==> config.mk <==
export PLATFORM = sky130hd
export DESIGN_NAME = iss_cell
export DESIGN_NICKNAME = d
export VERILOG_FILES = /design/src/hw/rtl/iss_pkg.sv /design/src/hw/rtl/iss_cell.sv
export SDC_FILE = /design/constraint.sdc
export NUM_CORES = 1
export LEC_CHECK = 0
export ABC_CLOCK_PERIOD_IN_PS = 3100
export BUFFER_PORTS_ARGS = -buffer_cell sky130_fd_sc_hd__buf_2
export CAP_MARGIN = 20
export CORE_UTILIZATION = 30
export DETAILED_ROUTE_END_ITERATION = 16
export MAX_ROUTING_LAYER = met4
export PLACE_DENSITY_LB_ADDON = 0.08
export SLEW_MARGIN = 15
export SYNTH_ARGS = -nofsm -noshare
export SYNTH_HDL_FRONTEND = slang
export SYNTH_SLANG_ARGS = --single-unit
==> constraint.sdc <==
create_clock -name clk -period 3.1 [get_ports clk]
set_input_delay 0.62 -clock clk [delete_from_list [all_inputs] [get_ports clk]]
set_output_delay 0.62 -clock clk [all_outputs]
set_load 0.005 [all_outputs]
==> src/hw/rtl/iss_pkg.sv <==
// ----------------------------------------------------------------------------
// iss_pkg
// Shared widths, command and status codes and the cell control bundle
// for the integer set store.
// ----------------------------------------------------------------------------
package iss_pkg;

  localparam int CAPACITY = 64;
  localparam int IDX_W    = (CAPACITY > 1) ? $clog2(CAPACITY) : 1;
  localparam int CNT_W    = $clog2(CAPACITY + 1);
  localparam int DATA_W   = 32;
  localparam int CMD_W    = 2;
  localparam int POS_W    = 6;
  localparam int STAT_W   = 3;
  localparam int COUNT_W  = 7;

  typedef enum logic [CMD_W-1:0] {
    CMD_INSERT = 2'd0,
    CMD_REMOVE = 2'd1,
    CMD_QUERY  = 2'd2,
    CMD_READ   = 2'd3
  } cmd_t;

  typedef enum logic [STAT_W-1:0] {
    ST_OK      = 3'd0,
    ST_PRESENT = 3'd1,
    ST_ABSENT  = 3'd2,
    ST_RANGE   = 3'd3,
    ST_FULL    = 3'd4
  } status_t;

  typedef struct packed {
    logic [DATA_W-1:0] key;
    logic [CNT_W-1:0]  pos;
    logic [CNT_W-1:0]  count;
    logic              ins;
    logic              del;
  } cell_ctrl_t;

endpackage

==> src/hw/rtl/iss_cell.sv <==
// ----------------------------------------------------------------------------
// iss_cell
// One slot of the set. Holds one element, compares it against the key and
// passes a registered hit flag and read data on to the next cell.
// ----------------------------------------------------------------------------
module iss_cell (
  input  logic                        clk,
  input  logic [iss_pkg::IDX_W-1:0]   idx,
  input  iss_pkg::cell_ctrl_t         ctrl,
  input  logic                        hit_in,
  input  logic [iss_pkg::DATA_W-1:0]  data_in,
  input  logic [iss_pkg::DATA_W-1:0]  right,
  output logic [iss_pkg::DATA_W-1:0]  elem,
  output logic                        hit,
  output logic [iss_pkg::DATA_W-1:0]  data
);

  logic [iss_pkg::CNT_W-1:0] idx_ext;
  logic                      occupied;

  assign idx_ext  = iss_pkg::CNT_W'(idx);
  assign occupied = idx_ext < ctrl.count;

  always_ff @(posedge clk) begin
    if (ctrl.ins && (idx_ext == ctrl.count)) begin
      elem <= ctrl.key;
    end else if (ctrl.del && hit) begin
      elem <= right;
    end
    hit  <= hit_in | (occupied && (elem == ctrl.key));
    data <= (idx_ext == ctrl.pos) ? elem : data_in;
  end

endmodule

# Word level (Yosys, flattened, before mapping)
# Cells that the tools add are included.
[word_totals] register_bits=65 input_bits=120 output_inout_bits=65 elab_cells=15
[classes] magnitude_cmp=1 eq_ne=3 mux=3 n_bitwise=1 reduce_logical=4
[op_table] op="$mux 32" n=3
[op_table] op="$eq 32x32->1" n=1
[op_table] op="$eq 6x7->1" n=2
[op_table] op="$lt 6x7->1" n=1
[op_table] op="$logic_and 1x1->1" n=3
[op_table] op="$reduce_bool 2->1" n=1
[op_table] op="$or 1x1->1" n=1

# Depth between registers and ports, before layout
# Gate-level depths: netlist (run 1).
[depth] depth_word=3 depth_mapped=7 ltp_nobuf=6

# Worst setup path before layout (run 1)
# No wires, ideal clock.
[synth_timing] path_type="input-to-reg" from="in ctrl[7] (netlist name)" to="reg elem[0] (netlist name), enable pin" setup_ns=0.388 arrival_time_ns=2.343 required_ns=2.712 slack_ns=0.369 stages=7 n_path_buf=1 cell_sequence="inv_1 > ha_1 > nor2b_1 > nand3_1 > nor2_2 > buf_2 > a21o_1"
[synth_via] elab_chain_cells=3
[synth_lines] element="start: declaration" line_no="iss_cell.sv:9" text="input iss_pkg::cell_ctrl_t ctrl,"
[synth_lines] element="$eq 6x7->1" line_no="iss_cell.sv:25" text="if (ctrl.ins && (idx_ext == ctrl.count)) begin"
[synth_lines] element="$logic_and 1x1->1" line_no="iss_cell.sv:25"
[synth_lines] element="$reduce_bool 2->1 (no line)"
[synth_lines] element="end signal: assignment" line_no="iss_cell.sv:26" text="elem <= ctrl.key;"
[synth_lines] element="end signal: assignment" line_no="iss_cell.sv:28" text="elem <= right;"
[synth_lines] element="end: declaration" line_no="iss_cell.sv:13" text="output logic [iss_pkg::DATA_W-1:0] elem,"
# Every way passes these cells.
# A chain may end at the register's enable or synchronous reset.

# Worst setup path in the final report (run 1)
[layout_timing] from="in idx[5] (netlist name)" to="reg elem[22] (netlist name) (data pin)"
[layout_via] elab_chain_cells=3
[layout_lines] element="start: declaration" line_no="iss_cell.sv:8" text="input logic [iss_pkg::IDX_W-1:0] idx,"
[layout_lines] element="$eq 6x7->1" line_no="iss_cell.sv:25"
[layout_lines] element="$logic_and 1x1->1" line_no="iss_cell.sv:25"
[layout_lines] element="$mux 32" line_no="iss_cell.sv:25"
# Every way passes these cells.

==> results by group, run 1 <==
Synthesis
  • Number of distinct library cells after synthesis: 23
  • Post-synthesis async set-or-reset flop share: 0
  • Syn Inst Count: 211
  • Synthesized area: 0.00310 mm²
  • Top cell type's share of synthesized area: 0.310
  • Warnings from Yosys: 0
  • Syn avg cell area: 14.7 µm²
  • Sequential area share after synthesis: 0.522
  • Synth area leaders: edfxtp_1 31%, dfxtp_1 21%, mux2_4 15%, mux2_2 12%, xor2_1 9.6%
  • Largest area contributor in the netlist: edfxtp_1
  • List of most frequent post-synthesis cells: 34 x mux2_2, 34 x xor2_1, 33 x dfxtp_1
  • Post-synth EDFFs: 32
  • Top FF cell, synth: dfxtp_1
  • Synthesized Nets: 337
  • Yosys reg bits: 65

Routing
  • WL/cell: 14.9 µm
  • Routed vias/inst: 4.36
  • Drt total wl: 8100 µm
  • Total iterations of the first detailed-routing run: 4
  • DR DRC count: 0
  • Antenna Nets Post-Route: 0
  • Total number of vias: 2370
  • Initial drt markers: 53

STA
  • Skew final: 0.00675 ns
  • Slew at the pin with the worst max-slew slack: 0.496 ns
  • RSZ-0062 raised after global routing: false
  • Final Hold Fails: 0
  • Final period util: 0.728
  • Max_slew headroom: 0.667
  • Slew Viols, Final: 0
  • Fin Setup TNS: 0 ns
  • Max Freq: 443 MHz
  • Final setup fails: 0
  • Tmin final: 2.26 ns

Clock tree
  • CTS resizes: 0
  • Clk_lat worst skew: 0.33 ns
  • Clock Path Buffers: 2
  • CTS tree: yes
  • Setup Buffers After CTS: 0
  • Clock transition at the registers of the reported paths: 0.07 ns
  • H-tree depth: 3
  • Root Driver: clkbuf_8
  • CTS Buf Count: 9
  • TritonCTS Sinks: 65
  • Cts hold-fix bufs: 0

Worst setup path
  • Worst Path Arrival: 2.34 ns
  • Cells on worst reg2reg path: 4
  • R2R setup slack: 1.41 ns
  • Worst r2r src: elem[12]$_DFFE_PP_
  • CP Class: primary input to flop
  • Critical path data required time: 3.18 ns
  • Worst setup EP type: flop
  • Worst R2R End: hit$_DFF_P_
  • CP startpoint kind: primary input
  • Worst-path fanout max: 12

Min path
  • Hold-critical path depth: 3
  • HP Class: primary input to flop
  • Worst Hold End: hit$_DFF_P_
  • Hold_sp: hit_in

Floorplan
  • I/O pin count: 185
  • Die W: 104 µm
  • # rows: 36
  • Initial Utilization: 0.313
  • Total core area: 0.00991 mm²
  • Die Ht: 104 µm
  • Die Area: 0.0108 mm²

Power and ir drop
  • Pwr dens: 435 mW/mm²
  • Peak supply drop: 0.188 mV
  • Static leakage: 2.12 nW
  • Power Total: 1.93 mW

Global route
  • GRT Total Usage: 0.159
  • Vias in the first global route: 2476
  • Largest net degree at the start of global routing: 22
  • Initial antenna violation count: 0
  • Global-route wire length before repair: 12700 µm
  • Gr ovfl total: 0

Placed design
  • Port bufs: 184
  • Post-DP HPWL: 6460 µm
  • GP Congestion: 0.750

Layout
  • Net count, final: 531
  • Layout cells sized above 1: 0.659
  • Area grow syn2layout: 42.6%
  • Diode count: 0

Outcome
  • Status: finished clean

Run
  • Max-Cap Viols: 0
==> layer usage <==
metal	up-vias	part of all wire	global-route usage
met5	-	0	-
met4	0	0.0069	0.0582
met3	9	0.065	0.0378
met2	102	0.49	0.266
met1	1110	0.44	0.186
li1	1149	-	-
==> worst max path at each step <==
| stage | start | endpoint | slack, ns | cells after the start |
|---|---|---|---|---|
| final | idx[5] | elem[22]$_DFFE_PP_ | 0.84 | 7 |
| after global routing | ctrl[7] | elem[14]$_DFFE_PP_ | 0.73 | 8 |
| after CTS | idx[5] | elem[22]$_DFFE_PP_ | 0.83 | 7 |
| after detailed placement | idx[5] | elem[22]$_DFFE_PP_ | 0.47 | 7 |
| after global placement | idx[5] | elem[23]$_DFFE_PP_ | 0.50 | 7 |
| after floorplan | ctrl[7] | elem[0]$_DFFE_PP_ | 0.37 | 7 |
==> cells by family after synthesis <==
family,Yosys count,share of synthesized area
and+or+nand+nor,17,0.0371
AOI/OAI and AO/OA,6,0.0141
adders and majority gates,6,0.0242
buffers and inverters,15,0.0266
muxes,64,0.268
xor gates and xnor gates,38,0.107
DFF,65,0.522
==> critical path: stages <==
cell and delay [ns]:
buf_2 0.11, ha_1 0.26, nor2b_1 0.21, nand3_1 0.18
nor2_4 0.41, buf_12 0.20, mux2_2 0.34
==> power by group <==
group	internal, mW	total [mW]	switching (mW)
Clock	0.379	0.690	0.310
Sequential	0.950	0.973	0.0230
Combinational	0.159	0.265	0.106
==> state kept, by name, summed over array words and instances, names as in the netlist <==
signal,flops
data,32
hit,1
elem,32
==> final cells by class <==
type	instances	area [µm²]
inverters	9	33.8
multi-input cells	131	1410
flip-flops and latches	65	1620
fillers	961	5480
clock buffers	15	186
well taps	133	166
clock inverters	1	7.51
repair buffers	189	996
==> cells in the final DEF, fill, tap and decap left out, drive strengths merged <==
cell,n
nand4,3
ha,6
nor2b,2
nand3,3
a21o,1
nor4,8
dfxtp,33
xnor2,4
o2111ai,1
a2111oi,1
nor2,1
o41ai,1
edfxtp,32
clkinvlp,1
mux2,64
clkbuf,15
buf,189
xor2,34
a21oi,1
o21ai,1
inv,9
==> per-stage QoR <==
step	hold WS, ns	cell area (µm²)	std cells	worst slack [ns]	utilization
after CTS	0.446	4430	543	0.828	0.447
after detailed placement	0.544	4230	527	0.468	0.427
after global routing	0.469	4430	543	0.733	0.447
final	0.467	4430	543	0.843	0.447
after global placement	0.538	4230	527	0.501	0.427
after floorplan	0.548	3100	211	0.369	-
(Power assumes the default switching activity.)
==> run 2, diff against run 1 <==
--- a/config.mk
+++ b/config.mk
@@ -5,7 +5,7 @@
 export SDC_FILE = /design/constraint.sdc
 export NUM_CORES = 1
 export LEC_CHECK = 0
-export ABC_CLOCK_PERIOD_IN_PS = 3100
+export ABC_CLOCK_PERIOD_IN_PS = 2200
 export BUFFER_PORTS_ARGS = -buffer_cell sky130_fd_sc_hd__buf_2
 export CAP_MARGIN = 20
 export CORE_UTILIZATION = 30
==> constraint.sdc (replaced) <==
create_clock -name clk -period 2.2 [get_ports clk]
set_input_delay 0.44 -clock clk [delete_from_list [all_inputs] [get_ports clk]]
set_output_delay 0.44 -clock clk [all_outputs]
set_load 0.005 [all_outputs]
==> run 2 against run 1 <==
Worst setup slack worse by 0.52 ns. Sequential share of layout area down 0.36 points. Clock-buffer cell count down 5. Final area up 0.99%. Routed wire length down 0.20%. Non-clock buffer count up 2. Clock power up 44%. Combinational power up 45%. Register-to-register slack worse by 0.86 ns. Critical path depth unchanged. Via count up 0.21%. Cell count up 0.55%. Critical path type unchanged. Highest routed layer unchanged.
==> results by group, run 2 (synthesized netlist as in run 1, its figures left out) <==
Outcome
  • Status: finished clean

Placed design
  • Post-DP HPWL: 6400 µm
  • GP Congestion: 0.753
  • Port bufs: 184
  • Dpl cells: 529
  • Area post-placement: 0.00428 mm²

STA
  • Slew Viols, Final: 0
  • Skew final: 0.00990 ns
  • Max Freq: 532 MHz
  • Max_slew headroom: 0.660
  • Tmin final: 1.88 ns
  • Final period util: 0.854
  • Slew at the pin with the worst max-slew slack: 0.497 ns
  • Final setup fails: 0
  • Final Hold Fails: 0
  • RSZ-0062 raised after global routing: false

Worst setup path
  • Cells on worst reg2reg path: 4
  • Worst Path Arrival: 1.96 ns
  • Critical path data required time: 2.28 ns
  • Crit path max-delay cell type: mux2_2
  • CP startpoint kind: primary input
  • Worst setup EP type: flop
  • Cells along the critical path: buf_2, ha_1, nor2b_1, nand3_1, nor2_4, buf_12, mux2_2
  • Worst path max stage delay: 0.35 ns
  • CP Class: primary input to flop
  • Worst-path fanout max: 19

Run
  • Max-Cap Viols: 0

Routing
  • Routed vias/inst: 4.35
  • Total number of vias: 2375
  • Initial drt markers: 61
  • Drt total wl: 8080 µm
  • WL/cell: 14.8 µm
  • Antenna Nets Post-Route: 0
  • DR DRC count: 0
  • Total iterations of the first detailed-routing run: 3

Floorplan
  • Die Area: 0.0108 mm²
  • I/O pin count: 185
  • Initial Utilization: 0.313
  • Die Ht: 104 µm
  • Total core area: 0.00991 mm²
  • Die W: 104 µm
  • # rows: 36

Layout
  • Layout cells sized above 1: 0.665
  • Registers with the most flip-flops: data: 32 flops, elem: 32 flops, hit: 1 flops
  • Final Cell Area: 0.00447 mm²
  • # fillers: 974
  • Net count, final: 533
  • Commonest non-fill, non-tap cell in the layout: buf_2
  • Finished Layout Cells: 546
  • Most frequent cells in the layout: 184 x buf_2, 34 x mux2_2, 34 x xor2_1
  • Area grow syn2layout: 44.0%

Global route
  • Largest net degree at the start of global routing: 20
  • Vias in the first global route: 2472
  • Initial antenna violation count: 1
  • GRT Total Usage: 0.158
  • Gr ovfl total: 0
  • Global-route wire length before repair: 12600 µm

Clock tree
  • Root Driver: clkbuf_8
  • CTS resizes: 0
  • CTS tree: yes
  • CTS Buf Count: 9
  • TritonCTS Sinks: 65
  • Setup Buffers After CTS: 0
  • Cts hold-fix bufs: 0
  • Clk_lat worst skew: 0.34 ns
  • Clock Path Buffers: 2
  • Clock transition at the registers of the reported paths: 0.07 ns
  • H-tree depth: 3

Power and ir drop
  • Pwr dens: 616 mW/mm²
  • Static leakage: 2.13 nW
  • Peak supply drop: 0.303 mV

Min path
  • HP Class: primary input to flop
  • Hold-critical path depth: 3
[run 2: cell type report]
cell class | instances | area (µm²) | area share
Clock buffer | 10 | 128 | 0.0286
Antenna cell | 1 | 2.50 | 0.000560
Inverter | 9 | 33.8 | 0.00756
Clock inverter | 6 | 60.1 | 0.0134
Multi-Input combinational cell | 131 | 1420 | 0.318
Sequential cell | 65 | 1620 | 0.363
Timing Repair Buffer | 191 | 1040 | 0.232
Tap cell | 133 | 166 | 0.0372
[run 2: report_power, final]
group	total (mW)	switching (mW)	internal [mW]	leakage (nW)
logic	0.385	0.151	0.234	1.46
clock network	0.997	0.479	0.518	0.0921
registers	1.37	0.0319	1.34	0.579
[run 2: final timing paths]
path,start,to,slack [ns]
max,idx[5],elem[11]$_DFFE_PP_,0.32
min reg2reg,elem[7]$_DFFE_PP_,data[7]$_DFF_P_,0.55
max reg2reg,elem[12]$_DFFE_PP_,hit$_DFF_P_,0.55
min,hit_in,hit$_DFF_P_,0.28
[run 2: stage by stage]
| stage | setup TNS (ns) | hold WS, ns | setup slack (ns) | power, mW | utilization |
|---|---|---|---|---|---|
| 3_3_place_gp | 0 | 0.538 | 0.00567 | 1.78 | 0.432 |
| 2_1_floorplan | 0 | 0.529 | 0.109 | 1.56 | - |
| 5_1_grt | 0 | 0.297 | 0.208 | 2.90 | 0.451 |
| 6_report | 0 | 0.279 | 0.322 | 2.75 | 0.451 |
| 3_5_place_dp | -0.579 | 0.538 | -0.0202 | 1.79 | 0.432 |
| 4_1_cts | 0 | 0.261 | 0.337 | 2.81 | 0.451 |
[run 2: worst max-delay path, delay by kind of cell]
kind	cells	cell delay [ns]
adder cells (fa/ha/maj)	1	0.26
buffers and inverters	2	0.30
multiplexers	1	0.35
AND/OR/NAND/NOR	3	0.60
[run 2: metal layers]
layer | vias to the layer above | global-route usage | wire length [µm]
li1 | 1158 | - | -
met1 | 1110 | 0.180 | 3500
met2 | 100 | 0.269 | 4040
met3 | 7 | 0.0396 | 471
met4 | 0 | 0.0551 | 65
met5 | - | - | 0
==> run 3, diff against run 2 <==
--- a/config.mk
+++ b/config.mk
@@ -8,7 +8,7 @@
 export ABC_CLOCK_PERIOD_IN_PS = 2200
 export BUFFER_PORTS_ARGS = -buffer_cell sky130_fd_sc_hd__buf_2
 export CAP_MARGIN = 20
-export CORE_UTILIZATION = 30
+export CORE_UTILIZATION = 44
 export DETAILED_ROUTE_END_ITERATION = 16
 export MAX_ROUTING_LAYER = met4
 export PLACE_DENSITY_LB_ADDON = 0.08
==> run 3 against run 2 <==
Routed wire length decreased by 9.5%. Clock-buffer cell count increased by 3. Fmax increased by 0.99%. Final area decreased by 1.2%. Critical path type unchanged. Largest power group unchanged.
==> results by group, run 3 (synthesized netlist as in run 1, its figures left out) <==
Worst setup path
  • Top delay family on crit path: simple AND/OR/NAND/NOR gates
  • Cells along the critical path: buf_2, ha_1, nor2b_1, nand3_1, nor2_4, buf_12, mux2_2
  • Worst r2r src: elem[12]$_DFFE_PP_
  • Worst path max stage delay: 0.36 ns
  • Cells on worst reg2reg path: 4
  • CP startpoint kind: primary input
  • Crit path launch: idx[5]
  • R2R setup slack: 0.55 ns
  • Worst setup EP type: flop
  • Worst Path Arrival: 1.93 ns
  • Crit path max-delay cell type: mux2_2
  • WP buf/inv: 2
  • Critical path capture point: elem[4]$_DFFE_PP_
  • Worst-path fanout max: 33
  • CP Class: primary input to flop
  • WP depth: 7
  • Critical path data required time: 2.27 ns
  • Worst R2R End: hit$_DFF_P_

STA
  • Slew at the pin with the worst max-slew slack: 0.513 ns
  • Min setup slack post-route: 0.340 ns
  • Tmin final: 1.86 ns
  • RSZ-0062 raised after global routing: false
  • Fin Setup TNS: 0 ns
  • Final setup fails: 0
  • Final Hold Fails: 0
  • Final period util: 0.845
  • Max Freq: 538 MHz
  • Max_slew headroom: 0.655
  • Skew final: 0.00917 ns
  • Slew Viols, Final: 0

Power and ir drop
  • Static leakage: 2.13 nW
  • Peak supply drop: 0.373 mV
  • Pwr dens: 646 mW/mm²

Clock tree
  • Setup Buffers After CTS: 0
  • Root Driver: clkbuf_8
  • Clock Path Buffers: 2
  • Clk_lat worst skew: 0.33 ns
  • H-tree depth: 3
  • Cts hold-fix bufs: 0
  • CTS Buf Count: 9
  • CTS tree: yes
  • CTS resizes: 0
  • Clock transition at the registers of the reported paths: 0.07 ns
  • TritonCTS Sinks: 65

Layout
  • Final Cell Area: 0.00441 mm²
  • Most frequent cells in the layout: 184 x buf_2, 34 x mux2_2, 34 x xor2_1
  • Layout cells sized above 1: 0.659
  • Diode count: 0
  • Net count, final: 532
  • Area grow syn2layout: 42.2%
  • Registers with the most flip-flops: data: 32 flops, elem: 32 flops, hit: 1 flops
  • Commonest non-fill, non-tap cell in the layout: buf_2
  • Finished Layout Cells: 507

Routing
  • Initial drt markers: 42
  • Total iterations of the first detailed-routing run: 4
  • Drt total wl: 7310 µm
  • DR DRC count: 0
  • Antenna Nets Post-Route: 0
  • Total number of vias: 2342
  • WL/cell: 14.4 µm
  • Routed vias/inst: 4.62

Placed design
  • GP Congestion: 0.804
  • Worst slack, placed: -0.0111 ns
  • Port bufs: 184
  • Post-DP HPWL: 5870 µm
  • Area post-placement: 0.00420 mm²
  • Dpl cells: 491

Global route
  • GRT met2 Usage: 0.344
  • Vias in the first global route: 2393
  • Met3 GRT Util: 0.0529
  • GRT Total Usage: 0.208
  • GRT busiest layer: met2
  • Largest net degree at the start of global routing: 34
  • Initial antenna violation count: 0
  • Met1 Resource Use GR: 0.245
  • Global-route wire length before repair: 11200 µm
  • Gr ovfl total: 0

Floorplan
  • Die Ht: 86.0 µm
  • Total core area: 0.00679 mm²
  • I/O pin count: 185
  • Initial Utilization: 0.457
  • Die Area: 0.00740 mm²
  • # rows: 30
  • Die W: 86.0 µm

Min path
  • HP Class: primary input to flop

Run
  • Max-Cap Viols: 0

Outcome
  • Status: finished clean
## run 3: how the worst min path moves through the flow
| stage | start | endpoint | slack (ns) | cells after the start |
|---|---|---|---|---|
| 2_1_floorplan | hit_in | hit$_DFF_P_ | 0.53 | 2 |
| 4_1_cts | hit_in | hit$_DFF_P_ | 0.27 | 3 |
| 5_1_grt | hit_in | hit$_DFF_P_ | 0.27 | 3 |
| 3_5_place_dp | elem[2]$_DFFE_PP_ | data[2]$_DFF_P_ | 0.53 | 1 |
| 3_3_place_gp | elem[30]$_DFFE_PP_ | data[30]$_DFF_P_ | 0.54 | 1 |
| 6_report | hit_in | hit$_DFF_P_ | 0.29 | 3 |
## run 3: where the power goes
group          internal, mW  total, mW  switching [mW]
Clock                 0.670       1.10           0.434
Sequential             1.34       1.37          0.0324
Combinational         0.231      0.379           0.148
## run 3: area by class of cell
class / count / area (µm²)
Fill cell: 554 / 2380
Sequential cell: 65 / 1620
Multi-Input combinational cell: 131 / 1420
Timing Repair Buffer: 190 / 1000
Clock buffer: 13 / 149
Tap cell: 96 / 120
Clock inverter: 3 / 65.1
Inverter: 9 / 33.8
## run 3: stage by stage
stage                     power, mW  hold WS [ns]   util
after floorplan                1.56         0.529      -
after global placement         1.77         0.536  0.618
after detailed placement       1.78         0.532  0.618
after CTS                      2.87         0.273  0.650
after global routing           2.97         0.274  0.650
final                          2.85         0.286  0.650
## run 3: worst reg2reg max path, cell delays in order, from the launching register on
cell and delay [ns]:
edfxtp_1 0.45, xor2_1 0.17, nor4_1 0.50, nand4_1 0.17, o41ai_1 0.25
## run 3: layer usage
metal  share of wire  routed length (µm)
met5               0                   0
met4           0.011                  83
met3           0.071                 517
met2            0.50                3630
met1            0.42                3070
